File: src/fmru_pkg.sv
// package for the focus order mru list
// holds operation codes and the per-cell control struct; no dependencies
`default_nettype none
package fmru_pkg;

  localparam logic [1:0] OP_OPEN   = 2'd0;
  localparam logic [1:0] OP_CLOSE  = 2'd1;
  localparam logic [1:0] OP_SWITCH = 2'd2;
  localparam logic [1:0] OP_NOP    = 2'd3;

  typedef struct packed {
    logic open_go;
    logic close_go;
    logic switch_go;
  } cell_ctl_t;

endpackage
`default_nettype wire

File: src/fmru_cell.sv
// one list cell: holds one identifier, compares it with the key and
// shifts to or from its neighbors; depends on fmru_pkg
`default_nettype none
module fmru_cell #(
  parameter int ID_WIDTH = 16
) (
  input  wire                     clk,
  input  wire fmru_pkg::cell_ctl_t ctl,
  input  wire  [ID_WIDTH-1:0]     key,
  input  wire  [ID_WIDTH-1:0]     left_id,
  input  wire  [ID_WIDTH-1:0]     right_id,
  input  wire                     occupied,
  input  wire                     hit_in,
  input  wire                     any_hit,
  output logic [ID_WIDTH-1:0]     id_out,
  output logic [ID_WIDTH-1:0]     id_next,
  output logic                    hit_out
);
  import fmru_pkg::*;

  logic [ID_WIDTH-1:0] id_q;
  logic                hit_here;

  assign hit_here = occupied && (id_q == key);
  assign hit_out  = hit_in | hit_here;
  assign id_out   = id_q;

  always_comb begin
    id_next = id_q;
    if (ctl.open_go) begin
      id_next = left_id;
    end else if (ctl.close_go && hit_out) begin
      id_next = right_id;
    end else if (ctl.switch_go && any_hit && !hit_in) begin
      id_next = left_id;
    end
  end

  always_ff @(posedge clk) begin
    id_q <= id_next;
  end

endmodule
`default_nettype wire

File: src/focus_order_mru_list.sv
// top level of the focus order mru list: chain of fmru_cell plus count
// and registered result beat; depends on fmru_pkg and fmru_cell
//
// Move-to-front list of up to LIST_DEPTH window identifiers, front entry
// first. Every cell compares its identifier with the beat's window_id at
// once and shifts one place toward or away from the front, so a beat is
// applied on acceptance and its result beat appears on the output register
// the cycle after it is accepted. One beat is accepted per cycle; in_stall
// rises only while a result waits on a stalled output. The longest path is
// the first-match chain that runs through all LIST_DEPTH cells.
`default_nettype none
module focus_order_mru_list #(
  parameter int LIST_DEPTH = 16,
  parameter int ID_WIDTH   = 16,
  localparam int CNT_W     = $clog2(LIST_DEPTH + 1)
) (
  input  wire                  clk,
  input  wire                  rst,
  input  wire                  in_valid,
  output logic                 in_stall,
  input  wire  [1:0]           operation,
  input  wire  [ID_WIDTH-1:0]  window_id,
  output logic                 out_valid,
  input  wire                  out_stall,
  output logic [ID_WIDTH-1:0]  focus_id,
  output logic                 focus_valid,
  output logic                 open_refused,
  output logic [CNT_W-1:0]     entry_count
);
  import fmru_pkg::*;

  logic [CNT_W-1:0]    held_count;
  logic [CNT_W-1:0]    held_count_next;
  logic                accept;
  logic                full;
  logic                is_open;
  logic                is_close;
  logic                is_switch;
  cell_ctl_t           ctl;
  logic [ID_WIDTH-1:0] ids      [LIST_DEPTH];
  logic [ID_WIDTH-1:0] ids_next [LIST_DEPTH];
  logic [LIST_DEPTH:0] hit_chain;
  logic                any_hit;

  assign in_stall = out_valid && out_stall;
  assign accept   = in_valid && !in_stall;
  assign full     = (held_count == CNT_W'(LIST_DEPTH));

  always_comb begin
    is_open   = 1'b0;
    is_close  = 1'b0;
    is_switch = 1'b0;
    case (operation)
      OP_OPEN:   is_open   = 1'b1;
      OP_CLOSE:  is_close  = 1'b1;
      OP_SWITCH: is_switch = 1'b1;
      OP_NOP:    ;
      default:   ;
    endcase
  end

  always_comb begin
    ctl.open_go   = accept && is_open && !full;
    ctl.close_go  = accept && is_close;
    ctl.switch_go = accept && is_switch;
  end

  assign hit_chain[0] = 1'b0;
  assign any_hit      = hit_chain[LIST_DEPTH];

  for (genvar k = 0; k < LIST_DEPTH; k++) begin : g_cell
    logic [ID_WIDTH-1:0] left_id;
    logic [ID_WIDTH-1:0] right_id;
    logic                occupied;

    if (k == 0) begin : g_first
      assign left_id = window_id;
    end else begin : g_mid
      assign left_id = ids[k-1];
    end
    if (k == LIST_DEPTH - 1) begin : g_last
      assign right_id = ids[k];
    end else begin : g_inner
      assign right_id = ids[k+1];
    end
    assign occupied = (CNT_W'(k) < held_count);

    fmru_cell #(
      .ID_WIDTH (ID_WIDTH)
    ) u_cell (
      .clk      (clk),
      .ctl      (ctl),
      .key      (window_id),
      .left_id  (left_id),
      .right_id (right_id),
      .occupied (occupied),
      .hit_in   (hit_chain[k]),
      .any_hit  (any_hit),
      .id_out   (ids[k]),
      .id_next  (ids_next[k]),
      .hit_out  (hit_chain[k+1])
    );
  end

  always_comb begin
    held_count_next = held_count;
    if (ctl.open_go) begin
      held_count_next = held_count + CNT_W'(1);
    end else if (ctl.close_go && any_hit) begin
      held_count_next = held_count - CNT_W'(1);
    end
  end

  always_ff @(posedge clk) begin
    if (rst) begin
      held_count <= '0;
      out_valid  <= 1'b0;
    end else begin
      held_count <= held_count_next;
      if (accept) begin
        out_valid <= 1'b1;
      end else if (!out_stall) begin
        out_valid <= 1'b0;
      end
    end
  end

  always_ff @(posedge clk) begin
    if (accept) begin
      focus_id     <= (held_count_next != '0) ? ids_next[0] : '0;
      focus_valid  <= (held_count_next != '0);
      open_refused <= is_open && full;
      entry_count  <= held_count_next;
    end
  end

endmodule
`default_nettype wire

File: config.mk
export PLATFORM = sky130hd
export DESIGN_NAME = focus_order_mru_list
export DESIGN_NICKNAME = d
export VERILOG_FILES = /design/src/fmru_pkg.sv /design/src/fmru_cell.sv /design/src/focus_order_mru_list.sv
export SDC_FILE = /design/constraint.sdc
export NUM_CORES = 1
export LEC_CHECK = 0
export BUFFER_PORTS_ARGS = -buffer_cell sky130_fd_sc_hd__buf_2
export CORE_UTILIZATION = 46
export DETAILED_ROUTE_END_ITERATION = 7
export PLACE_DENSITY = 0.71
export RECOVER_POWER = 50
export SLEW_MARGIN = 30
export SYNTH_ARGS = -nofsm -noshare
export SYNTH_HDL_FRONTEND = slang
export SYNTH_SLANG_ARGS = --single-unit
File: constraint.sdc
create_clock -name clk -period 4.02 [get_ports clk]
set_clock_uncertainty 0.2 [all_clocks]
set_input_delay 0.804 -clock clk [delete_from_list [all_inputs] [get_ports clk]]
set_output_delay 0.804 -clock clk [all_outputs]
set_load 0.02 [all_outputs]
## After elaboration in Yosys (flattened, before gate mapping)

Index checks and enable logic that the tools add are counted.

- Register bits after elaboration: 285
- Bits of input ports: 22
- Output and inout bits: 25
- Logic and storage cells: 221

- Add/sub/neg operators: 2
- Order comparisons: 16
- Equality and inequality tests: 21
- Muxes and demuxes: 55
- Bitwise logic cells: 15
- Reduce and logical (&&, ||, !) cells: 90

Operator list:

| operator | number |
|---|---|
| $mux W16 | 48 |
| $eq A16 B16 Y1 | 16 |
| $logic_and A1 B1 Y1 | 55 |
| $reduce_bool A3 Y1 | 14 |
| $lt A4 B5 Y1 const A | 8 |
| $lt A3 B5 Y1 const A | 4 |
| $logic_not A1 Y1 | 17 |
| $or A1 B1 Y1 | 15 |
| $lt A1 B5 Y1 const A | 2 |
| $lt A2 B5 Y1 const A | 2 |
| $mux W5 | 2 |
| $add A5 B1 Y5 const B | 1 |
| $eq A5 B5 Y1 const B | 1 |
| $mux W1 | 5 |
| $reduce_bool A5 Y1 | 1 |
| $sub A5 B1 Y5 const B | 1 |
| $eq A2 B1 Y1 const B | 1 |
| $eq A2 B2 Y1 const B | 1 |
| $logic_not A2 Y1 | 1 |
| $ne A2 B1 Y1 const B | 1 |
| $ne A2 B2 Y1 const B | 1 |
| $reduce_and A2 Y1 | 1 |
| $reduce_bool A2 Y1 | 1 |

## Logic depth before layout (Yosys ltp)

Gate-level depths: netlist of run 1.

- Word-level depth: 22
- Depth in mapped cells: 13
- Depth with buffers taken out: 10

## Cells and area by module

Synthesis of run 1 repeated with hierarchy kept, for this count alone.

- Cells, all modules: 2,565
- Area total of the unflattened synthesis: 20,113.0 um^2

Modules (own cells, without submodules):

| module | instances | cells each | area an instance (um^2) | sequential area each (um^2) |
|---|---|---|---|---|
| fmru_cell | 16 | 152 | 1,159.9 | 320.3 |
| focus_order_mru_list | 1 | 133 | 1,555.2 | 810.8 |

## Worst setup path before layout of run 1

No wires, ideal clock.

- Kind: input to register
- From: input out_stall
- To: register g_cell[7].u_cell.id_q[0], enable pin
- Setup time: 0.411 ns
- Arrival: 3.900 ns
- Data required time: 3.409 ns
- Slack: -0.491 ns
- Stages: 8
- Path buffers: 1
- Cell sequence: and2_1 > nor2b_1 > clkbuf_1 > nand3b_1 > inv_1 > o31ai_1 > or3_1 > o21ai_0

- Longest elaborated chain between the ends: 7
- Elaborated cells on any way between the ends: 11

RTL lines:

| what | line | RTL |
|---|---|---|
| start, declared | focus_order_mru_list.sv:24 | `input wire out_stall,` |
| $logic_and A1 B1 Y1 (*) | focus_order_mru_list.sv:45 | `assign in_stall = out_valid && out_stall;` |
| $logic_not A1 Y1 (*) | focus_order_mru_list.sv:46 | `assign accept = in_valid && !in_stall;` |
| $logic_and A1 B1 Y1 (*) | focus_order_mru_list.sv:46 |  |
| via accept | focus_order_mru_list.sv:34 | `logic accept;` |
| $logic_and A1 B1 Y1 | focus_order_mru_list.sv:65 | `ctl.switch_go = accept && is_switch;` |
| $logic_and A1 B1 Y1 (2 in a row) | fmru_cell.sv:34 | `end else if (ctl.switch_go && any_hit && !hit_in) begin` |
| $reduce_bool A3 Y1 (no line) (*) | n/a |  |
| end signal, assigned | fmru_cell.sv:40 | `id_q <= id_next;` |
| end, declared | fmru_cell.sv:21 | `logic [ID_WIDTH-1:0] id_q;` |

Mark *: on every way through the listed nets, which the timed path passes. The rest lies on a longest branch.
A chain may end at the register's enable or synchronous reset.

## Worst setup path after layout of run 1

- From: input window_id[0]
- To: register g_cell[15].u_cell.id_q[11], enable pin

- Longest elaborated chain between the ends: 21
- Elaborated cells on any way between the ends: 54

RTL lines:

| what | line | RTL |
|---|---|---|
| start, declared | focus_order_mru_list.sv:22 | `input wire [ID_WIDTH-1:0] window_id,` |
| $eq A16 B16 Y1 | fmru_cell.sv:24 | `assign hit_here = occupied && (id_q == key);` |
| $logic_and A1 B1 Y1 | fmru_cell.sv:24 |  |
| $or A1 B1 Y1 (15 in a row) | fmru_cell.sv:25 | `assign hit_out = hit_in \| hit_here;` |
| $logic_and A1 B1 Y1 (2 in a row) | fmru_cell.sv:34 |  |
| $reduce_bool A2 Y1 (no line) | n/a |  |
| $reduce_and A2 Y1 (no line) (*) | n/a |  |
| end signal, assigned | fmru_cell.sv:40 |  |
| end, declared | fmru_cell.sv:21 |  |

Every way passes the cells marked *; elsewhere a longest branch is shown, timed or not.

==> results of run 1 <==
cell type report:
cell class / count / area (um^2)
Clock buffer: 37 / 871
Clock inverter: 19 / 294
Fill cell: 2825 / 15400
Inverter: 40 / 150
Multi-Input combinational cell: 817 / 6820
Sequential cell: 285 / 8340
Tap cell: 448 / 561
Timing Repair Buffer: 128 / 1220
layer usage:
layer,up-vias,routed length [um]
li1,4674,-
met1,5161,18600
met2,519,19200
met3,80,3590
met4,0,1010
met5,-,0
cells by family (layout without fill, tap and decap cells):
logic type | after synthesis | after routing | share of synthesized area, %
buf+inv | 110 | 224 | 4.25
compound gates | 103 | 103 | 4.62
xor+xnor | 259 | 259 | 14.4
fa+ha+maj | 4 | 4 | 0.316
simple gates | 227 | 227 | 7.91
mux | 224 | 224 | 15.9
flops | 285 | 285 | 52.6
synthesized netlist by cell type, drive strengths merged, types with 2 or more instances:
library cell	number	share of area, %
nor4	47	1.9
nand2	28	0.66
and4b	2	0.13
or3	8	0.32
and2	5	0.20
or4	2	0.095
nor2b	5	0.20
a21o	2	0.095
xor2	171	9.6
a311o	3	0.20
a31oi	34	1.3
a32oi	2	0.28
nor3	9	0.32
xnor2	88	4.9
o22ai	17	0.67
and3b	2	0.11
a21oi	11	0.42
mux2	224	16
edfxtp	263	50
buf	53	2.9
ha	4	0.32
o211ai	4	0.19
nand2b	4	0.16
nand3	22	0.69
clkbuf	17	0.41
o21ai	17	0.58
nor2	49	1.2
inv	40	0.95
dfxtp	22	2.8
o32ai	2	0.11
and3	4	0.16
o31ai	2	0.095
nor4b	3	0.17
nand4	25	0.99
nor3b	2	0.095
nand4b	3	0.21
or2	2	0.079
nand3b	2	0.095
through the flow:
| step | instance area [um^2] | utilization, % | power (mW) |
|---|---|---|---|
| 2_1_floorplan | 15900 | - | 3.96 |
| 3_3_place_gp | 17200 | 51.2 | 4.19 |
| 3_5_place_dp | 17200 | 51.2 | 4.20 |
| 4_1_cts | 18400 | 54.6 | 7.40 |
| 5_1_grt | 18300 | 54.2 | 7.56 |
| 6_report | 18300 | 54.2 | 7.35 |
flip-flops by register name, indices dropped and copies added (netlist names):
register,count
g_cell.u_cell.id_out,256
focus_valid,1
out_valid,1
entry_count,5
focus_id,16
held_count,5
open_refused,1
worst min path at each step:
stage	start	endpoint
3_5_place_dp	g_cell[14].u_cell.id_out[7]	g_cell[15].u_cell.id_out[7]
6_report	in_valid	out_valid
3_3_place_gp	g_cell[14].u_cell.id_out[1]	g_cell[15].u_cell.id_out[1]
2_1_floorplan	g_cell[14].u_cell.id_out[0]	g_cell[15].u_cell.id_out[0]
4_1_cts	in_valid	out_valid
5_1_grt	in_valid	out_valid
power groups by stage:
stage          sequential (mW)  clock (mW)  combinational, mW
2_1_floorplan             3.51           0              0.449
3_3_place_gp              3.53           0              0.653
3_5_place_dp              3.54           0              0.667
4_1_cts                   3.47        3.25              0.671
5_1_grt                   3.49        3.36              0.713
6_report                  3.48        3.21              0.665
worst max-delay path, stage by stage:
cell       delay, ns
clkbuf_2        0.57
xor2_1          0.25
nor4_1          0.09
and3_1          0.15
o2bb2a_1        0.30
nand4bb_1       0.17
buf_4           0.18
or2_2           0.29
a311o_1         0.32
o21ai_0         0.16
clkbuf_2        0.47
==> key figures, run 1 <==
Final layout
  – Commonest non-fill, non-tap cells in the layout: 263 x edfxtp_1, 223 x mux2_2, 171 x xor2_1
  – Share of layout cells above drive strength 1: 29.0%
  – Diode count: 0
  – Commonest non-fill, non-tap cell in the layout: edfxtp_1
  – Non-filler cells in the finished layout: 1774
  – Synth-to-layout area growth: 15.1%
  – # nets final: 1328

STA
  – Crit path time final: 3.81 ns
  – Setup TNS: 0 ns
  – WHS: 0.250 ns
  – Max Fclk: 263 MHz
  – Pins Over Slew Limit: 0
  – Part of the cycle the worst path needs: 94.7%
  – RSZ-0062 raised after global routing: false
  – Slew HR: 33.2%
  – Slew @ Worst Pin: 1.00 ns
  – Final worst slack: 0.214 ns
  – Hold Vio Cnt, Final: 0
  – Final Setup Violations: 0

Worst setup path
  – Crit path kind: in2reg
  – Reg2reg path depth: 12
  – Worst Setup EP: g_cell[15].u_cell.id_out[11]
  – Reg2reg start: held_count[1]
  – Startpoint types: primary input
  – Crit path DAT: 3.80 ns
  – Critical path required time: 4.02 ns
  – CP Launch Point: window_id[0]
  – Crit path max fanout: 17
  – R2R Setup Slk: 0.31 ns
  – Critical path endpoint category: register
  – Reg2reg end: g_cell[7].u_cell.id_out[5]

Route
  – Post-route DRC: 0
  – Initial DRC Count: 1044
  – Pre-Repair DR Iteration Count: 6
  – Post-Route WL: 42400 um
  – Vias: 10434
  – Vias per inst: 5.88
  – DR WL/cell: 23.9 um
  – ANT nets after route: 0

GRT
  – Total track usage: 24.0%
  – Met1 global-route usage: 34.5%
  – Global Route met2 Usage: 37.6%
  – Largest net degree at the start of global routing: 33
  – Global-route wire length before repair: 64100 um
  – Vias in the first global route: 10291
  – Grt ovf: 0
  – Initial antenna violation count: 0
  – M3 GR Usage: 3.65%
  – Layer with the highest usage: met2

Power and ir drop
  – Psw: 1.71 mW
  – Comb power frac: 9.0%
  – Cell Pwr Density: 403 nW/um^2
  – Clock power share: 43.6%
  – Leak Pwr: 6.44 nW
  – Sequential share of power: 47.3%
  – Maximum VDD drop: 0.000306 V
  – Switching Share: 23.3%
  – Internal: 5.64 mW

Logic synthesis
  – Post-synth EDFFs: 263
  – Mapped Nets: 1238
  – Yosys warns: 0
  – Seq cells post-synth: 285
  – Gate count of the mapped netlist: 1212
  – Avg Cell Area, Syn: 13.1 um^2
  – Top_reg_cell synth: edfxtp_1
  – Cell Area, Synth: 15900 um^2
  – Seq/Total Area, Yosys: 52.6%
  – Async SR Flop Fraction: 0%
  – Cell variety after synth: 66

Die
  – Row cnt: 67
  – Boundary Pins: 47
  – Die ar.: 35200 um^2
  – Die width: 188 um
  – Initial Utilization: 47.1%
  – Die H: 188 um
  – Core box area: 33700 um^2

Run
  – Max-cap violation count: 0

Place
  – Gpl congestion: 0.896
  – DP HPWL: 31500 um
  – Setup WS pre-CTS: -0.228 ns
  – Cell count after placement: 1718
  – # port buffers: 46

Worst hold path
  – Hold crit path type: in2reg
  – Hold Path Depth: 3

Status
  – Outcome: finished clean

CTS
  – CTS hold repair buffers: 0
  – Post-CTS resize count: 0
  – Clk sink count: 285
  – H-Tree Depth: 1
  – CTS tree: yes
  – Setup Buffers After CTS: 0
  – Clk root buf: clkbuf_16
  – Longest Clk Path Bufs: 3
  – Worst-path clk slew: 0.06 ns
  – Total CTS buffers: 30
  – Clk Latency, worst-skew pair: 0.58 ns
No activity file was read; power rests on OpenSTA's default activity.
==> run 2: changes to the inputs <==
PLACE_DENSITY = 0.69   (was 0.71)
clock period = 4.1 ns   (was 4.02 ns; I/O delays follow)
==> run 2 against run 1 <==
  * Clock-buffer cell count increased by 6
  * Core utilization decreased by 0.64 points
  * Global-route usage increased by 0.32 points
  * Routed wire length increased by 1.6%
  * Worst hold slack improved by 0.042 ns
  * Largest cell class unchanged
  * Flip-flop and latch count unchanged
  * Critical endpoint is now g_cell[14].u_cell.id_out[10]
  * Sequential power decreased by 2%
  * Final area decreased by 1.2%
  * Cell count increased by 0.17%
==> key figures, run 2 (synthesized netlist as in run 1, its figures left out) <==
GRT
  – Global-route wire length before repair: 65100 um (was 64100 um)
  – Vias in the first global route: 10330 (was 10291)
  – Total track usage: 24.3% (was 24.0%)
  – Initial antenna violation count: 0 (unchanged)
  – Grt ovf: 0 (unchanged)
  – Largest net degree at the start of global routing: 33 (unchanged)

CTS
  – Setup Buffers After CTS: 0 (unchanged)
  – CTS hold repair buffers: 0 (unchanged)
  – Longest Clk Path Bufs: 3 (unchanged)
  – H-Tree Depth: 1 (unchanged)
  – CTS tree: yes (unchanged)
  – Worst-path clk slew: 0.06 ns (about the same)
  – Clk root buf: clkbuf_16 (unchanged)
  – Clk Latency, worst-skew pair: 0.57 ns (was 0.58 ns)
  – Post-CTS resize count: 0 (unchanged)
  – Clk sink count: 285 (unchanged)
  – Total CTS buffers: 30 (unchanged)

STA
  – Slew @ Worst Pin: 1.06 ns (was 1.00 ns)
  – RSZ-0062 raised after global routing: false (unchanged)
  – Crit path time final: 3.80 ns
  – Final Setup Violations: 0 (unchanged)
  – Slew HR: 29.2% (was 33.2%)
  – Hold Vio Cnt, Final: 0 (unchanged)
  – Part of the cycle the worst path needs: 92.6%
  – Pins Over Slew Limit: 0 (unchanged)
  – Max Fclk: 263 MHz
  – WHS: 0.292 ns (was 0.250 ns)

Route
  – Initial DRC Count: 1208 (was 1044)
  – Met2 routed WL: 19400 um (was 19200 um)
  – DRT met1 WL: 19500 um (was 18600 um)
  – Met3 Wirelength: 3390 um (was 3590 um)
  – Post-Route WL: 43100 um (was 42400 um)
  – Pre-Repair DR Iteration Count: 5 (was 6)
  – ANT nets after route: 0 (unchanged)
  – Uppermost layer routed: met4 (unchanged)
  – Post-route DRC: 0 (unchanged)
  – DR WL/cell: 24.2 um (was 23.9 um)
  – Vias per inst: 5.91 (was 5.88)
  – Vias: 10506 (was 10434)

Die
  – Die width: 188 um (unchanged)
  – Core box area: 33700 um^2 (unchanged)
  – Boundary Pins: 47 (unchanged)
  – Row cnt: 67 (unchanged)
  – Die H: 188 um (unchanged)
  – Initial Utilization: 47.1% (unchanged)
  – Die ar.: 35200 um^2 (unchanged)

Worst setup path
  – CP top delay family: simple AND/OR/NAND/NOR gates (was buffers and inverters)
  – Critical path endpoint category: register (unchanged)
  – Crit path buffers/inverters: 2 (was 3)
  – Slowest cell on the critical path: buf_2 (was clkbuf_2)
  – Critical path cell sequence: buf_2 > xor2_1 > nor4_1 > nand2_1 > or3_1 > or3b_1 > a311o_1 > nor4_1 > nand2b_1 > buf_12 > mux2_2 (was clkbuf_2 > xor2_1 > nor4_1 > and3_1 > o2bb2a_1 > nand4bb_1 > buf_4 > or2_2 > a311o_1 > o21ai_0 > clkbuf_2)
  – Crit path max fanout: 16 (was 17)
  – Crit path kind: in2reg (unchanged)
  – Max stage delay on crit path: 0.43 ns (was 0.57 ns)
  – CP most frequent cell: nor4_1 (was clkbuf_2)
  – Reg2reg path depth: 10 (was 12)
  – Crit path DAT: 3.89 ns (was 3.80 ns)
  – Worst path depth: 11 (unchanged)
  – Critical path required time: 4.20 ns (was 4.02 ns)
  – Startpoint types: primary input (unchanged)

Final layout
  – # nets final: 1337 (was 1328)
  – Max reg flops: 256 (unchanged)
  – Commonest non-fill, non-tap cells in the layout: 263 x edfxtp_1, 224 x mux2_2, 171 x xor2_1 (was 263 x edfxtp_1, 223 x mux2_2, 171 x xor2_1)
  – Diode count: 0 (unchanged)
  – Fillers: 2871 (was 2825)
  – Synth-to-layout area growth: 13.8% (was 15.1%)
  – Commonest non-fill, non-tap cell in the layout: edfxtp_1 (unchanged)
  – Final Cell Area: 18000 um^2 (was 18300 um^2)
  – Share of layout cells above drive strength 1: 28.4% (was 29.0%)
  – Area of the multi-input gates: 6810 um^2 (was 6820 um^2)
  – Non-filler cells in the finished layout: 1777 (was 1774)
  – Sequential cell area: 8340 um^2 (unchanged)

Power and ir drop
  – Maximum VDD drop: 0.000293 V (was 0.000306 V)
  – Cell Pwr Density: 374 nW/um^2 (was 403 nW/um^2)
  – Leak Pwr: 6.35 nW (was 6.44 nW)

Run
  – Max-cap violation count: 0 (unchanged)

Place
  – Gpl congestion: 0.934 (was 0.896)
  – Cell count after placement: 1727 (was 1718)
  – # port buffers: 46 (unchanged)
  – Post-DP Area: 17300 um^2 (was 17200 um^2)
  – DP HPWL: 32200 um (was 31500 um)

Worst hold path
  – Hold Path Depth: 3 (unchanged)
  – Hold crit path type: in2reg (unchanged)

Status
  – Outcome: finished clean (unchanged)
## run 2: metal layers
layer | track usage [%] | vias up
li1 | - | 4680
met5 | 0 | -
met3 | 2.70 | 61
met4 | 5.63 | 0
met1 | 36.8 | 5279
met2 | 37.3 | 486
## run 2: final timing paths
check                                    from                            to  slack, ns
setup / recovery                 window_id[0]  g_cell[14].u_cell.id_out[10]       0.30
hold / removal                       in_valid                     out_valid       0.29
setup reg to reg                held_count[3]  g_cell[14].u_cell.id_out[10]       0.35
hold reg to reg   g_cell[14].u_cell.id_out[9]   g_cell[15].u_cell.id_out[9]       0.31
## run 2: worst reg2reg max path, delay by kind of cell, from the launching register on
kind | cells | cell delay, ns
multiplexers | 1 | 0.35
AO/OA/AOI/OAI | 1 | 0.29
buffers and inverters | 2 | 0.41
AND/OR/NAND/NOR | 6 | 1.85
flip-flops | 1 | 0.41
## run 2: area by class of cell
type	instances	area share [%]
clock buffers	43	4.89
repair buffers	137	6.73
inverters	40	0.832
multi-input cells	817	37.8
clock inverters	7	0.458
flip-flops and latches	285	46.2
well taps	448	3.11
## run 2: metrics by stage
step                util (%)  TNS (ns)  setup slack (ns)  power, mW
floorplan                  -     -8.98            -0.187       3.88
global placement        51.3     -4.31            -0.137       4.12
detailed placement      51.3     -3.67            -0.151       4.13
CTS                     54.2         0             0.412       6.80
global route            53.5         0             0.105       6.96
finish                  53.5         0             0.304       6.75
## run 2: power by group
group | internal [mW] | leakage, nW | switching (mW)
clock | 1.60 | 0.474 | 1.08
sequential | 3.30 | 2.61 | 0.120
combinational | 0.284 | 3.26 | 0.372
total | 5.18 | 6.35 | 1.58
